$ cat config.mk
export PLATFORM = sky130hd
export DESIGN_NAME = login_response_parser_flat
export DESIGN_NICKNAME = d
export VERILOG_FILES = /design/src/sv/lrp_pkg.sv /design/src/sv/lrp_channels.sv /design/src/sv/login_response_parser.sv /design/src/flat_wrapper.sv
export SDC_FILE = /design/constraint.sdc
export NUM_CORES = 1
export LEC_CHECK = 0
export ABC_CLOCK_PERIOD_IN_PS = 5200
export BUFFER_PORTS_ARGS = -buffer_cell sky130_fd_sc_hd__buf_2
export CAP_MARGIN = 20
export CORE_UTILIZATION = 53
export DETAILED_ROUTE_END_ITERATION = 8
export GPL_ROUTABILITY_DRIVEN = 0
export HOLD_SLACK_MARGIN = 0.12
export PLACE_DENSITY_LB_ADDON = 0.08
export SETUP_SLACK_MARGIN = 0.5
export SLEW_MARGIN = 30
export SYNTH_ARGS = -nofsm -noshare
export SYNTH_HDL_FRONTEND = slang
export SYNTH_SLANG_ARGS = --single-unit
$ cat constraint.sdc
create_clock -name clock -period 5.2 [get_ports clock]
set_input_delay 0 -clock clock [delete_from_list [all_inputs] [get_ports clock]]
set_output_delay 0 -clock clock [all_outputs]
set_load 0.005 [all_outputs]
$ cat src/sv/lrp_pkg.sv
// Shared types and constants of the login response parser.
// Depends on nothing; the parser and the checker import it.
`default_nettype none

package lrp_pkg;

   // Parse phase: which field of the payload the next byte belongs to
   typedef enum logic [3:0] {
      PH_CAPS     = 4'd0,
      PH_MAXPKT   = 4'd1,
      PH_CHARSET  = 4'd2,
      PH_RESV     = 4'd3,
      PH_USER     = 4'd4,
      PH_AUTHLEN  = 4'd6,
      PH_AUTHDATA = 4'd7,
      PH_SCHEMA   = 4'd8,
      PH_PLUGIN   = 4'd9,
      PH_IGNORE   = 4'd10
   } phase_type;

   // Field tags attached to every byte
   localparam logic [3:0] TAG_CAPS     = 4'd0;
   localparam logic [3:0] TAG_MAXPKT   = 4'd1;
   localparam logic [3:0] TAG_CHARSET  = 4'd2;
   localparam logic [3:0] TAG_RESV     = 4'd3;
   localparam logic [3:0] TAG_USER     = 4'd4;
   localparam logic [3:0] TAG_USER_NUL = 4'd5;
   localparam logic [3:0] TAG_AUTHLEN  = 4'd6;
   localparam logic [3:0] TAG_AUTHDATA = 4'd7;
   localparam logic [3:0] TAG_SCHEMA   = 4'd8;
   localparam logic [3:0] TAG_PLUGIN   = 4'd9;
   localparam logic [3:0] TAG_IGNORED  = 4'd10;

   // Packet status codes
   localparam logic [2:0] STATUS_CLEAN      = 3'd0;
   localparam logic [2:0] STATUS_TOO_SHORT  = 3'd1;
   localparam logic [2:0] STATUS_TRUNCATED  = 3'd2;
   localparam logic [2:0] STATUS_UNTERM     = 3'd3;
   localparam logic [2:0] STATUS_EMPTY_USER = 3'd4;
   localparam logic [2:0] STATUS_TOO_LONG   = 3'd5;

   // Layout constants
   localparam int         MIN_LEN        = 36;
   localparam logic [4:0] RESERVED_BYTES = 5'd23;
   localparam logic [4:0] WORD_BYTES     = 5'd4;
   localparam logic [31:0] CAP_WITH_DB   = 32'h0000_0008;
   localparam logic [31:0] CAP_PLUGIN    = 32'h0008_0000;
   localparam logic [11:0] LEN_MAX       = 12'hFFF;

   // Saturating length increment
   function automatic logic [11:0] sat_inc(input logic [11:0] v);
      return (v < LEN_MAX) ? v + 12'd1 : LEN_MAX;
   endfunction

   // Phase that follows the auth response
   function automatic phase_type after_auth(input logic [31:0] caps);
      if ((caps & CAP_WITH_DB) != 32'd0) return PH_SCHEMA;
      if ((caps & CAP_PLUGIN) != 32'd0) return PH_PLUGIN;
      return PH_IGNORE;
   endfunction

endpackage

`default_nettype wire

$ cat src/sv/lrp_channels.sv
// Valid/ready channel interfaces of the login response parser.
// Standalone; widths follow the payload fields of each channel.
`default_nettype none

interface lrp_req_if;
   logic       valid;
   logic       ready;
   logic [7:0] in_byte;
   logic       is_last;

   modport source (output valid, in_byte, is_last, input ready);
   modport sink   (input valid, in_byte, is_last, output ready);
endinterface

interface lrp_rsp_if;
   logic        valid;
   logic        ready;
   logic [7:0]  out_byte;
   logic [3:0]  field_tag;
   logic        packet_done;
   logic [2:0]  status;
   logic [31:0] client_caps;
   logic [31:0] max_pkt_size;
   logic [11:0] user_name_len;
   logic [7:0]  auth_resp_len;
   logic [11:0] schema_len;
   logic [11:0] plugin_len;

   modport source (output valid, out_byte, field_tag, packet_done, status, client_caps,
                   max_pkt_size, user_name_len, auth_resp_len, schema_len,
                   plugin_len, input ready);
   modport sink   (input valid, out_byte, field_tag, packet_done, status, client_caps,
                   max_pkt_size, user_name_len, auth_resp_len, schema_len,
                   plugin_len, output ready);
endinterface

`default_nettype wire

$ cat src/sv/login_response_parser.sv
// Top level of the login response parser: byte tagger and packet checker.
// Depends on lrp_pkg and the channel interfaces in lrp_channels.sv.
//
//   channel   direction   interface        payload
//   req_ch    in          lrp_req_if       in_byte, is_last
//   rsp_ch    out         lrp_rsp_if       tagged byte, status, captured words/lengths
//
// One byte per cycle sustained while rsp_ready is high; a byte goes through the input
// register, then the result register, before rsp valid rises for it.
// The parse state is updated as a byte moves from the input register into the
// result register, so the field/status decode is a single pass of logic.
// A stalled result register holds the input register; req_ready falls only when both
// hold a byte and rsp_ready is low.
// Reset is synchronous and clears both registers' valid bits and the parse state.
`default_nettype none

module login_response_parser #(
   parameter int MAX_PAYLOAD = 4096
) (
   input  logic       clock,
   input  logic       reset,
   lrp_req_if.sink    req_ch,
   lrp_rsp_if.source  rsp_ch
);
   import lrp_pkg::*;

   localparam int CNT_W = $clog2(MAX_PAYLOAD + 2);
   localparam logic [CNT_W-1:0] CNT_LIMIT = CNT_W'(MAX_PAYLOAD);
   localparam logic [CNT_W-1:0] CNT_MIN   = CNT_W'(MIN_LEN);

   // Input register
   logic       s1_valid_ff;
   logic [7:0] s1_byte_ff;
   logic       s1_last_ff;

   // Result register
   logic        out_valid_ff;
   logic [7:0]  out_byte_ff;
   logic [3:0]  out_tag_ff;
   logic        out_done_ff;
   logic [2:0]  out_status_ff;
   logic [31:0] out_caps_ff;
   logic [31:0] out_maxpkt_ff;
   logic [11:0] out_user_len_ff;
   logic [7:0]  out_auth_decl_ff;
   logic [11:0] out_schema_len_ff;
   logic [11:0] out_plugin_len_ff;

   // Parse state
   logic [CNT_W-1:0] byte_count_ff, byte_count_in;
   phase_type        phase_ff, phase_in;
   logic [4:0]       sub_count_ff, sub_count_in;
   logic [31:0]      caps_ff, caps_in;
   logic [31:0]      maxpkt_ff, maxpkt_in;
   logic [7:0]       auth_left_ff, auth_left_in;
   logic [11:0]      user_len_ff, user_len_in;
   logic [7:0]       auth_decl_ff, auth_decl_in;
   logic [11:0]      schema_len_ff, schema_len_in;
   logic [11:0]      plugin_len_ff, plugin_len_in;

   logic        out_free;
   logic        advance;
   logic        req_xfer;
   logic        clear_state;
   logic [4:0]  sub_inc;
   logic [7:0]  auth_dec;
   logic [31:0] byte_shift;
   logic [3:0]  tag;
   logic [2:0]  status;
   logic        schema_open;

   // Handshake: the input register moves whenever the result register is free
   assign out_free     = !out_valid_ff || rsp_ch.ready;
   assign advance      = s1_valid_ff && out_free;
   assign req_ch.ready = !s1_valid_ff || out_free;
   assign req_xfer     = req_ch.valid && req_ch.ready;
   assign clear_state  = reset || (advance && s1_last_ff);

   // Capture the input byte
   always_ff @(posedge clock) begin
      if (reset) begin
         s1_valid_ff <= 1'b0;
      end else if (req_xfer) begin
         s1_valid_ff <= 1'b1;
      end else if (advance) begin
         s1_valid_ff <= 1'b0;
      end
      if (req_xfer) begin
         s1_byte_ff <= req_ch.in_byte;
         s1_last_ff <= req_ch.is_last;
      end
   end

   assign sub_inc    = sub_count_ff + 5'd1;
   assign auth_dec   = (auth_left_ff != 8'd0) ? auth_left_ff - 8'd1 : auth_left_ff;
   assign byte_shift = {24'd0, s1_byte_ff} << {sub_count_ff[1:0], 3'b000};

   // Next parse state
   always_comb begin
      byte_count_in = (byte_count_ff <= CNT_LIMIT) ? byte_count_ff + 1'b1 : byte_count_ff;
      phase_in      = phase_ff;
      sub_count_in  = sub_count_ff;
      caps_in       = caps_ff;
      maxpkt_in     = maxpkt_ff;
      auth_left_in  = auth_left_ff;
      user_len_in   = user_len_ff;
      auth_decl_in  = auth_decl_ff;
      schema_len_in = schema_len_ff;
      plugin_len_in = plugin_len_ff;
      case (phase_ff)
         PH_CAPS: begin
            caps_in = caps_ff | byte_shift;
            if (sub_inc >= WORD_BYTES) begin
               sub_count_in = 5'd0;
               phase_in     = PH_MAXPKT;
            end else begin
               sub_count_in = sub_inc;
            end
         end
         PH_MAXPKT: begin
            maxpkt_in = maxpkt_ff | byte_shift;
            if (sub_inc >= WORD_BYTES) begin
               sub_count_in = 5'd0;
               phase_in     = PH_CHARSET;
            end else begin
               sub_count_in = sub_inc;
            end
         end
         PH_CHARSET: begin
            sub_count_in = 5'd0;
            phase_in     = PH_RESV;
         end
         PH_RESV: begin
            if (sub_inc >= RESERVED_BYTES) begin
               sub_count_in = 5'd0;
               phase_in     = PH_USER;
            end else begin
               sub_count_in = sub_inc;
            end
         end
         PH_USER: begin
            if (s1_byte_ff != 8'd0) begin
               user_len_in = sat_inc(user_len_ff);
            end else begin
               phase_in = PH_AUTHLEN;
            end
         end
         PH_AUTHLEN: begin
            auth_decl_in = s1_byte_ff;
            auth_left_in = s1_byte_ff;
            phase_in     = (s1_byte_ff != 8'd0) ? PH_AUTHDATA : after_auth(caps_ff);
         end
         PH_AUTHDATA: begin
            auth_left_in = auth_dec;
            if (auth_dec == 8'd0) begin
               phase_in = after_auth(caps_ff);
            end
         end
         PH_SCHEMA: begin
            if (s1_byte_ff != 8'd0) begin
               schema_len_in = sat_inc(schema_len_ff);
            end else if (schema_len_ff != 12'd0 && (caps_ff & CAP_PLUGIN) != 32'd0) begin
               phase_in = PH_PLUGIN;
            end else begin
               phase_in = PH_IGNORE;
            end
         end
         PH_PLUGIN: begin
            if (s1_byte_ff != 8'd0) begin
               plugin_len_in = sat_inc(plugin_len_ff);
            end else begin
               phase_in = PH_IGNORE;
            end
         end
         default: begin
            phase_in = PH_IGNORE;
         end
      endcase
   end

   // Field tag of the current byte
   always_comb begin
      case (phase_ff)
         PH_CAPS:     tag = TAG_CAPS;
         PH_MAXPKT:   tag = TAG_MAXPKT;
         PH_CHARSET:  tag = TAG_CHARSET;
         PH_RESV:     tag = TAG_RESV;
         PH_USER:     tag = (s1_byte_ff != 8'd0) ? TAG_USER : TAG_USER_NUL;
         PH_AUTHLEN:  tag = TAG_AUTHLEN;
         PH_AUTHDATA: tag = TAG_AUTHDATA;
         PH_SCHEMA:   tag = TAG_SCHEMA;
         PH_PLUGIN:   tag = TAG_PLUGIN;
         default:     tag = TAG_IGNORED;
      endcase
   end

   // Packet status from the state after this byte
   assign schema_open = (phase_in == PH_SCHEMA) && (schema_len_in != 12'd0);

   always_comb begin
      if (byte_count_in > CNT_LIMIT) begin
         status = STATUS_TOO_LONG;
      end else if (byte_count_in < CNT_MIN) begin
         status = STATUS_TOO_SHORT;
      end else if (phase_in == PH_USER || phase_in == PH_AUTHLEN ||
                   (phase_in == PH_AUTHDATA && auth_left_in != 8'd0)) begin
         status = STATUS_TRUNCATED;
      end else if ((schema_open && (caps_in & CAP_PLUGIN) != 32'd0) ||
                   (phase_in == PH_PLUGIN && plugin_len_in != 12'd0)) begin
         status = STATUS_UNTERM;
      end else if (user_len_in == 12'd0) begin
         status = STATUS_EMPTY_USER;
      end else begin
         status = STATUS_CLEAN;
      end
   end

   // Advance the parse state; drop it back to reset after the last byte
   always_ff @(posedge clock) begin
      if (clear_state) begin
         byte_count_ff <= '0;
         phase_ff      <= PH_CAPS;
         sub_count_ff  <= 5'd0;
         caps_ff       <= 32'd0;
         maxpkt_ff     <= 32'd0;
         auth_left_ff  <= 8'd0;
         user_len_ff   <= 12'd0;
         auth_decl_ff  <= 8'd0;
         schema_len_ff <= 12'd0;
         plugin_len_ff <= 12'd0;
      end else if (advance) begin
         byte_count_ff <= byte_count_in;
         phase_ff      <= phase_in;
         sub_count_ff  <= sub_count_in;
         caps_ff       <= caps_in;
         maxpkt_ff     <= maxpkt_in;
         auth_left_ff  <= auth_left_in;
         user_len_ff   <= user_len_in;
         auth_decl_ff  <= auth_decl_in;
         schema_len_ff <= schema_len_in;
         plugin_len_ff <= plugin_len_in;
      end
   end

   // Load the result register; summary fields are zero except on the last byte
   always_ff @(posedge clock) begin
      if (reset) begin
         out_valid_ff <= 1'b0;
      end else if (advance) begin
         out_valid_ff <= 1'b1;
      end else if (rsp_ch.ready) begin
         out_valid_ff <= 1'b0;
      end
      if (advance) begin
         out_byte_ff <= s1_byte_ff;
         out_tag_ff  <= tag;
         out_done_ff <= s1_last_ff;
         if (s1_last_ff) begin
            out_status_ff     <= status;
            out_caps_ff       <= caps_in;
            out_maxpkt_ff     <= maxpkt_in;
            out_user_len_ff   <= user_len_in;
            out_auth_decl_ff  <= auth_decl_in;
            out_schema_len_ff <= schema_open ? 12'd0 : schema_len_in;
            out_plugin_len_ff <= plugin_len_in;
         end else begin
            out_status_ff     <= STATUS_CLEAN;
            out_caps_ff       <= 32'd0;
            out_maxpkt_ff     <= 32'd0;
            out_user_len_ff   <= 12'd0;
            out_auth_decl_ff  <= 8'd0;
            out_schema_len_ff <= 12'd0;
            out_plugin_len_ff <= 12'd0;
         end
      end
   end

   assign rsp_ch.valid           = out_valid_ff;
   assign rsp_ch.out_byte        = out_byte_ff;
   assign rsp_ch.field_tag       = out_tag_ff;
   assign rsp_ch.packet_done     = out_done_ff;
   assign rsp_ch.status          = out_status_ff;
   assign rsp_ch.client_caps     = out_caps_ff;
   assign rsp_ch.max_pkt_size    = out_maxpkt_ff;
   assign rsp_ch.user_name_len   = out_user_len_ff;
   assign rsp_ch.auth_resp_len   = out_auth_decl_ff;
   assign rsp_ch.schema_len      = out_schema_len_ff;
   assign rsp_ch.plugin_len      = out_plugin_len_ff;

endmodule

`default_nettype wire

$ cat src/flat_wrapper.sv
// flat-port wrapper written by rule: the top's interface ports become plain ports
module login_response_parser_flat import lrp_pkg::*;
#(
   parameter int MAX_PAYLOAD = 4096
)
  (clock, reset, req_ch_valid, req_ch_in_byte, req_ch_is_last, req_ch_ready, rsp_ch_valid, rsp_ch_out_byte, rsp_ch_field_tag, rsp_ch_packet_done, rsp_ch_status, rsp_ch_client_caps, rsp_ch_max_pkt_size, rsp_ch_user_name_len, rsp_ch_auth_resp_len, rsp_ch_schema_len, rsp_ch_plugin_len, rsp_ch_ready);
  lrp_req_if req_ch_i ();
  lrp_rsp_if rsp_ch_i ();
  input  logic clock;
  input  logic reset;
  input wire logic [$bits(req_ch_i.valid)-1:0] req_ch_valid;
  input wire logic [$bits(req_ch_i.in_byte)-1:0] req_ch_in_byte;
  input wire logic [$bits(req_ch_i.is_last)-1:0] req_ch_is_last;
  output wire logic [$bits(req_ch_i.ready)-1:0] req_ch_ready;
  output wire logic [$bits(rsp_ch_i.valid)-1:0] rsp_ch_valid;
  output wire logic [$bits(rsp_ch_i.out_byte)-1:0] rsp_ch_out_byte;
  output wire logic [$bits(rsp_ch_i.field_tag)-1:0] rsp_ch_field_tag;
  output wire logic [$bits(rsp_ch_i.packet_done)-1:0] rsp_ch_packet_done;
  output wire logic [$bits(rsp_ch_i.status)-1:0] rsp_ch_status;
  output wire logic [$bits(rsp_ch_i.client_caps)-1:0] rsp_ch_client_caps;
  output wire logic [$bits(rsp_ch_i.max_pkt_size)-1:0] rsp_ch_max_pkt_size;
  output wire logic [$bits(rsp_ch_i.user_name_len)-1:0] rsp_ch_user_name_len;
  output wire logic [$bits(rsp_ch_i.auth_resp_len)-1:0] rsp_ch_auth_resp_len;
  output wire logic [$bits(rsp_ch_i.schema_len)-1:0] rsp_ch_schema_len;
  output wire logic [$bits(rsp_ch_i.plugin_len)-1:0] rsp_ch_plugin_len;
  input wire logic [$bits(rsp_ch_i.ready)-1:0] rsp_ch_ready;
  assign req_ch_i.valid = req_ch_valid;
  assign req_ch_i.in_byte = req_ch_in_byte;
  assign req_ch_i.is_last = req_ch_is_last;
  assign req_ch_ready = req_ch_i.ready;
  assign rsp_ch_valid = rsp_ch_i.valid;
  assign rsp_ch_out_byte = rsp_ch_i.out_byte;
  assign rsp_ch_field_tag = rsp_ch_i.field_tag;
  assign rsp_ch_packet_done = rsp_ch_i.packet_done;
  assign rsp_ch_status = rsp_ch_i.status;
  assign rsp_ch_client_caps = rsp_ch_i.client_caps;
  assign rsp_ch_max_pkt_size = rsp_ch_i.max_pkt_size;
  assign rsp_ch_user_name_len = rsp_ch_i.user_name_len;
  assign rsp_ch_auth_resp_len = rsp_ch_i.auth_resp_len;
  assign rsp_ch_schema_len = rsp_ch_i.schema_len;
  assign rsp_ch_plugin_len = rsp_ch_i.plugin_len;
  assign rsp_ch_i.ready = rsp_ch_ready;
  login_response_parser #(.MAX_PAYLOAD(MAX_PAYLOAD)) u_core (.clock(clock), .reset(reset), .req_ch(req_ch_i), .rsp_ch(rsp_ch_i));
endmodule
==> results.sh <==
export IMPL_postCtsHoldBufs=13
export IMPL_rsz0062_at_grt="false"
export IMPL_slew_headroom=0.3357
export IMPL_fin_crit_ns=3.956
export IMPL_n_antenna_cell=0
export IMPL_setup_tns_ns=0
export IMPL_finClkSkew_ns=0.01557
export IMPL_htree_levels=1
export IMPL_syn_num_nets=1361
export IMPL_rows=55
export IMPL_detail_route_antenna_nets=0
export IMPL_path_clk_slew_ns=0.06
export IMPL_required_ns=5.45
export IMPL_start_kind="flip-flop"
export IMPL_cts_root_buf="clkbuf_16"
export IMPL_die_w_um=155.3
export IMPL_core_area_um2=22850
export IMPL_regArea_um2=6797
export IMPL_ys_flop_type="dfxtp_1"
export IMPL_tightestPinTransition_ns=0.9965
export IMPL_cts_resized_gates=0
export IMPL_grt_pass1_vias=9273
export IMPL_routed_wl_um=29830
export IMPL_worst_setup_path_end_kind="flip-flop"
export IMPL_nNetsFinal=1435
export IMPL_ys_seq_area_frac=0.5453
export IMPL_dp_slack_ns=1.323
export IMPL_synth_cell_types=76
export IMPL_syn_instance_count=1339
export IMPL_final_cell_mix="nor2_1, a21oi_1, dfxtp_1"
export IMPL_r2r_start="u_core.s1_byte_ff[7]"
export IMPL_insertion_delay_ns=0.55
export IMPL_crit_fanout=22
export IMPL_synth_compound_area_frac=0.1845
export IMPL_reg2reg_slack_ns=1.24
export IMPL_status="completed"
export IMPL_synth_edf_count=133
export IMPL_setup_ws_ns=1.244
export IMPL_multi_input_area_um2=5127
export IMPL_endpoint="u_core.rsp_ch.schema_len[7]"
export IMPL_synth_warnings=0
export IMPL_synth_top_family_by_area="simple AND/OR/NAND/NOR gates"
export IMPL_initialDrtViolationCount=871
export IMPL_min_path_type="in2reg"
export IMPL_synth_seq_cells=273
export IMPL_async_reset_ff_frac=0
export IMPL_synth_simple_area_share=0.1932
export IMPL_hpwl_um=18650
export IMPL_setup_viol=0
export IMPL_io_buffers=138
export IMPL_fin_crit_sh=0.7608
export IMPL_ir_drop_v=0.0002317
export IMPL_start_util=0.5455
export IMPL_muxShareOfSynthArea=0.009738
export IMPL_utilization=0.6238
export IMPL_layout_commonest_cell="nor2_1"
export IMPL_wire_per_inst_um=17.05
export IMPL_drv_cap=0
export IMPL_cp_arrival_ns=4.21
export IMPL_power_density_nw_per_um2=325.4
export IMPL_die_area_um2=24130
export IMPL_numCtsBuffers=29
export IMPL_fillers=1958
export IMPL_hold_viol_final=0
export IMPL_area_delta_synth_final_pct=14.35
export IMPL_via_per_inst=5.938
export IMPL_io_pins=139
export IMPL_drc_errors=0
export IMPL_cts_tree="yes"
export IMPL_grt_max_degree=136
export IMPL_power_leakage_nw=5.020
export IMPL_post_cts_setup_buffers=0
export IMPL_crit_start="u_core.s1_byte_ff[7]"
export IMPL_routed_via_count=10390
export IMPL_cts_sinks=273
export IMPL_antenna_found_initial=0
export IMPL_avgSynthCellArea_um2=9.308
export IMPL_dieHeight_um=155.3
export IMPL_layout_drive_gt1_share=0.1448
export IMPL_grt_pass1_wl_um=47730
export IMPL_crit_type="reg2reg"
export IMPL_whs_ns=0.1783
export IMPL_synthAdderAreaFrac=0.009035
export IMPL_synth_xor_xnor_area_share=0.01335
export IMPL_fmax_mhz=252.8
export IMPL_grt_remaining_overflow=0
export IMPL_drv_slew=0
export IMPL_clockBufferDepth=3
export IMPL_rr_worst_depth=7
export IMPL_dr_pass1_iters=5
export IMPL_rr_endpoint="u_core.rsp_ch.schema_len[7]"
export IMPL_netlist_area_um2=12460
export IMPL_track_usage=0.2434
==> cell usage after synthesis (all sizes together), types with 2 or more instances <==
cell type | n | area [um2]
nor2 | 239 | 899.6
a21oi | 150 | 754.5
dfxtp | 140 | 2803
edfxtp | 133 | 3994
clkbuf | 98 | 367.9
nand2 | 88 | 332.8
a31oi | 84 | 525.5
o21ai | 45 | 225.2
nor3 | 33 | 165.2
nand3 | 29 | 145.1
a211oi | 25 | 187.7
nand4 | 25 | 156.4
buf | 21 | 112.6
inv | 20 | 75.07
and2 | 19 | 118.9
a311oi | 18 | 163.9
and3 | 13 | 81.33
mux2i | 11 | 110.1
nand2b | 11 | 68.82
xnor2 | 11 | 96.34
ha | 9 | 112.6
nor2b | 8 | 50.05
nor4 | 8 | 68.82
or3 | 8 | 50.05
xor2 | 8 | 70.07
a211o | 6 | 52.55
and4 | 6 | 52.55
a21o | 5 | 37.54
or4 | 5 | 41.29
a22oi | 4 | 30.03
nor4b | 4 | 35.03
o21a | 4 | 30.03
o22ai | 4 | 25.02
a21boi | 3 | 22.52
a41oi | 3 | 26.28
and4b | 3 | 30.03
nand3b | 3 | 22.52
nor3b | 3 | 22.52
o31ai | 3 | 27.52
or4b | 3 | 33.78
a2111o | 2 | 22.52
and3b | 2 | 17.52
o2111a | 2 | 22.52
==> stage by stage <==
step	instances	power, mW	area, um2
2_1_floorplan	1339	2.556	12470
3_3_place_gp	1682	2.657	13180
3_5_place_dp	1682	2.659	13180
4_1_cts	1749	4.659	14240
5_1_grt	1749	4.782	14250
6_report	1749	4.637	14250
==> worst min-delay path by stage <==
| stage | start | to | slack, ns | cells after the start |
|---|---|---|---|---|
| after global routing | req_ch_is_last | u_core.s1_last_ff | 0.17 | 2 |
| final | req_ch_is_last | u_core.s1_last_ff | 0.18 | 2 |
| after floorplan | reset | u_core.rsp_ch.valid | 0.07 | 1 |
| after detailed placement | req_ch_in_byte[7] | u_core.s1_byte_ff[7] | 0.18 | 1 |
| after CTS | req_ch_is_last | u_core.s1_last_ff | 0.17 | 2 |
| after global placement | req_ch_is_last | u_core.s1_last_ff | 0.19 | 1 |
==> registers in the layout (all words and copies together) (netlist names), 3 cells and up <==
name	flops
u_core.auth_decl_ff	8
u_core.auth_left_ff	8
u_core.byte_count_ff	13
u_core.caps_ff	32
u_core.maxpkt_ff	32
u_core.phase_ff	4
u_core.plugin_len_ff	12
u_core.rsp_ch.auth_resp_len	8
u_core.rsp_ch.client_caps	32
u_core.rsp_ch.field_tag	4
u_core.rsp_ch.max_pkt_size	32
u_core.rsp_ch.out_byte	8
u_core.rsp_ch.plugin_len	12
u_core.rsp_ch.schema_len	12
u_core.rsp_ch.status	3
u_core.rsp_ch.user_name_len	12
u_core.s1_byte_ff	8
u_core.schema_len_ff	12
u_core.sub_count_ff	5
u_core.user_len_ff	12
==> report_power, final <==
part	internal, mW	switching, mW
logic	0.0848	0.177
registers	2.31	0.0520
clock network	1.19	0.824
==> layout make-up <==
cell class / count / share of cell area
Multi-Input combinational cell: 926 / 0.3598
Sequential cell: 273 / 0.4769
Tap cell: 313 / 0.02748
Clock buffer: 41 / 0.05408
Timing Repair Buffer: 162 / 0.06453
Inverter: 21 / 0.006058
Clock inverter: 13 / 0.01115
==> worst max-delay path, stage by stage, from the launching register on <==
cell      delay (ns)
edfxtp_1        0.79
or4_1           0.75
o2111a_1        0.55
a311oi_1        0.31
nand4_1         0.23
nand2b_1        0.21
o21ai_1         0.72
a311oi_1        0.11
==> kinds of logic after synthesis <==
logic type               count (synthesis)
AO/OA/AOI/OAI                          374
XOR/XNOR                                19
adder cells (fa/ha/maj)                  9
buffers and inverters                  140
flip-flops                             273
multiplexers                            12
AND/OR/NAND/NOR                        512
==> layer usage <==
metal	vias up	GRT usage	wire length (um)
met2	369	0.3795	13480
met4	0	0.06489	498
met3	42	0.03203	2124
met1	4941	0.3567	13730
li1	5034	-	-
met5	-	0	0
Power figures use the tool's default switching activity.
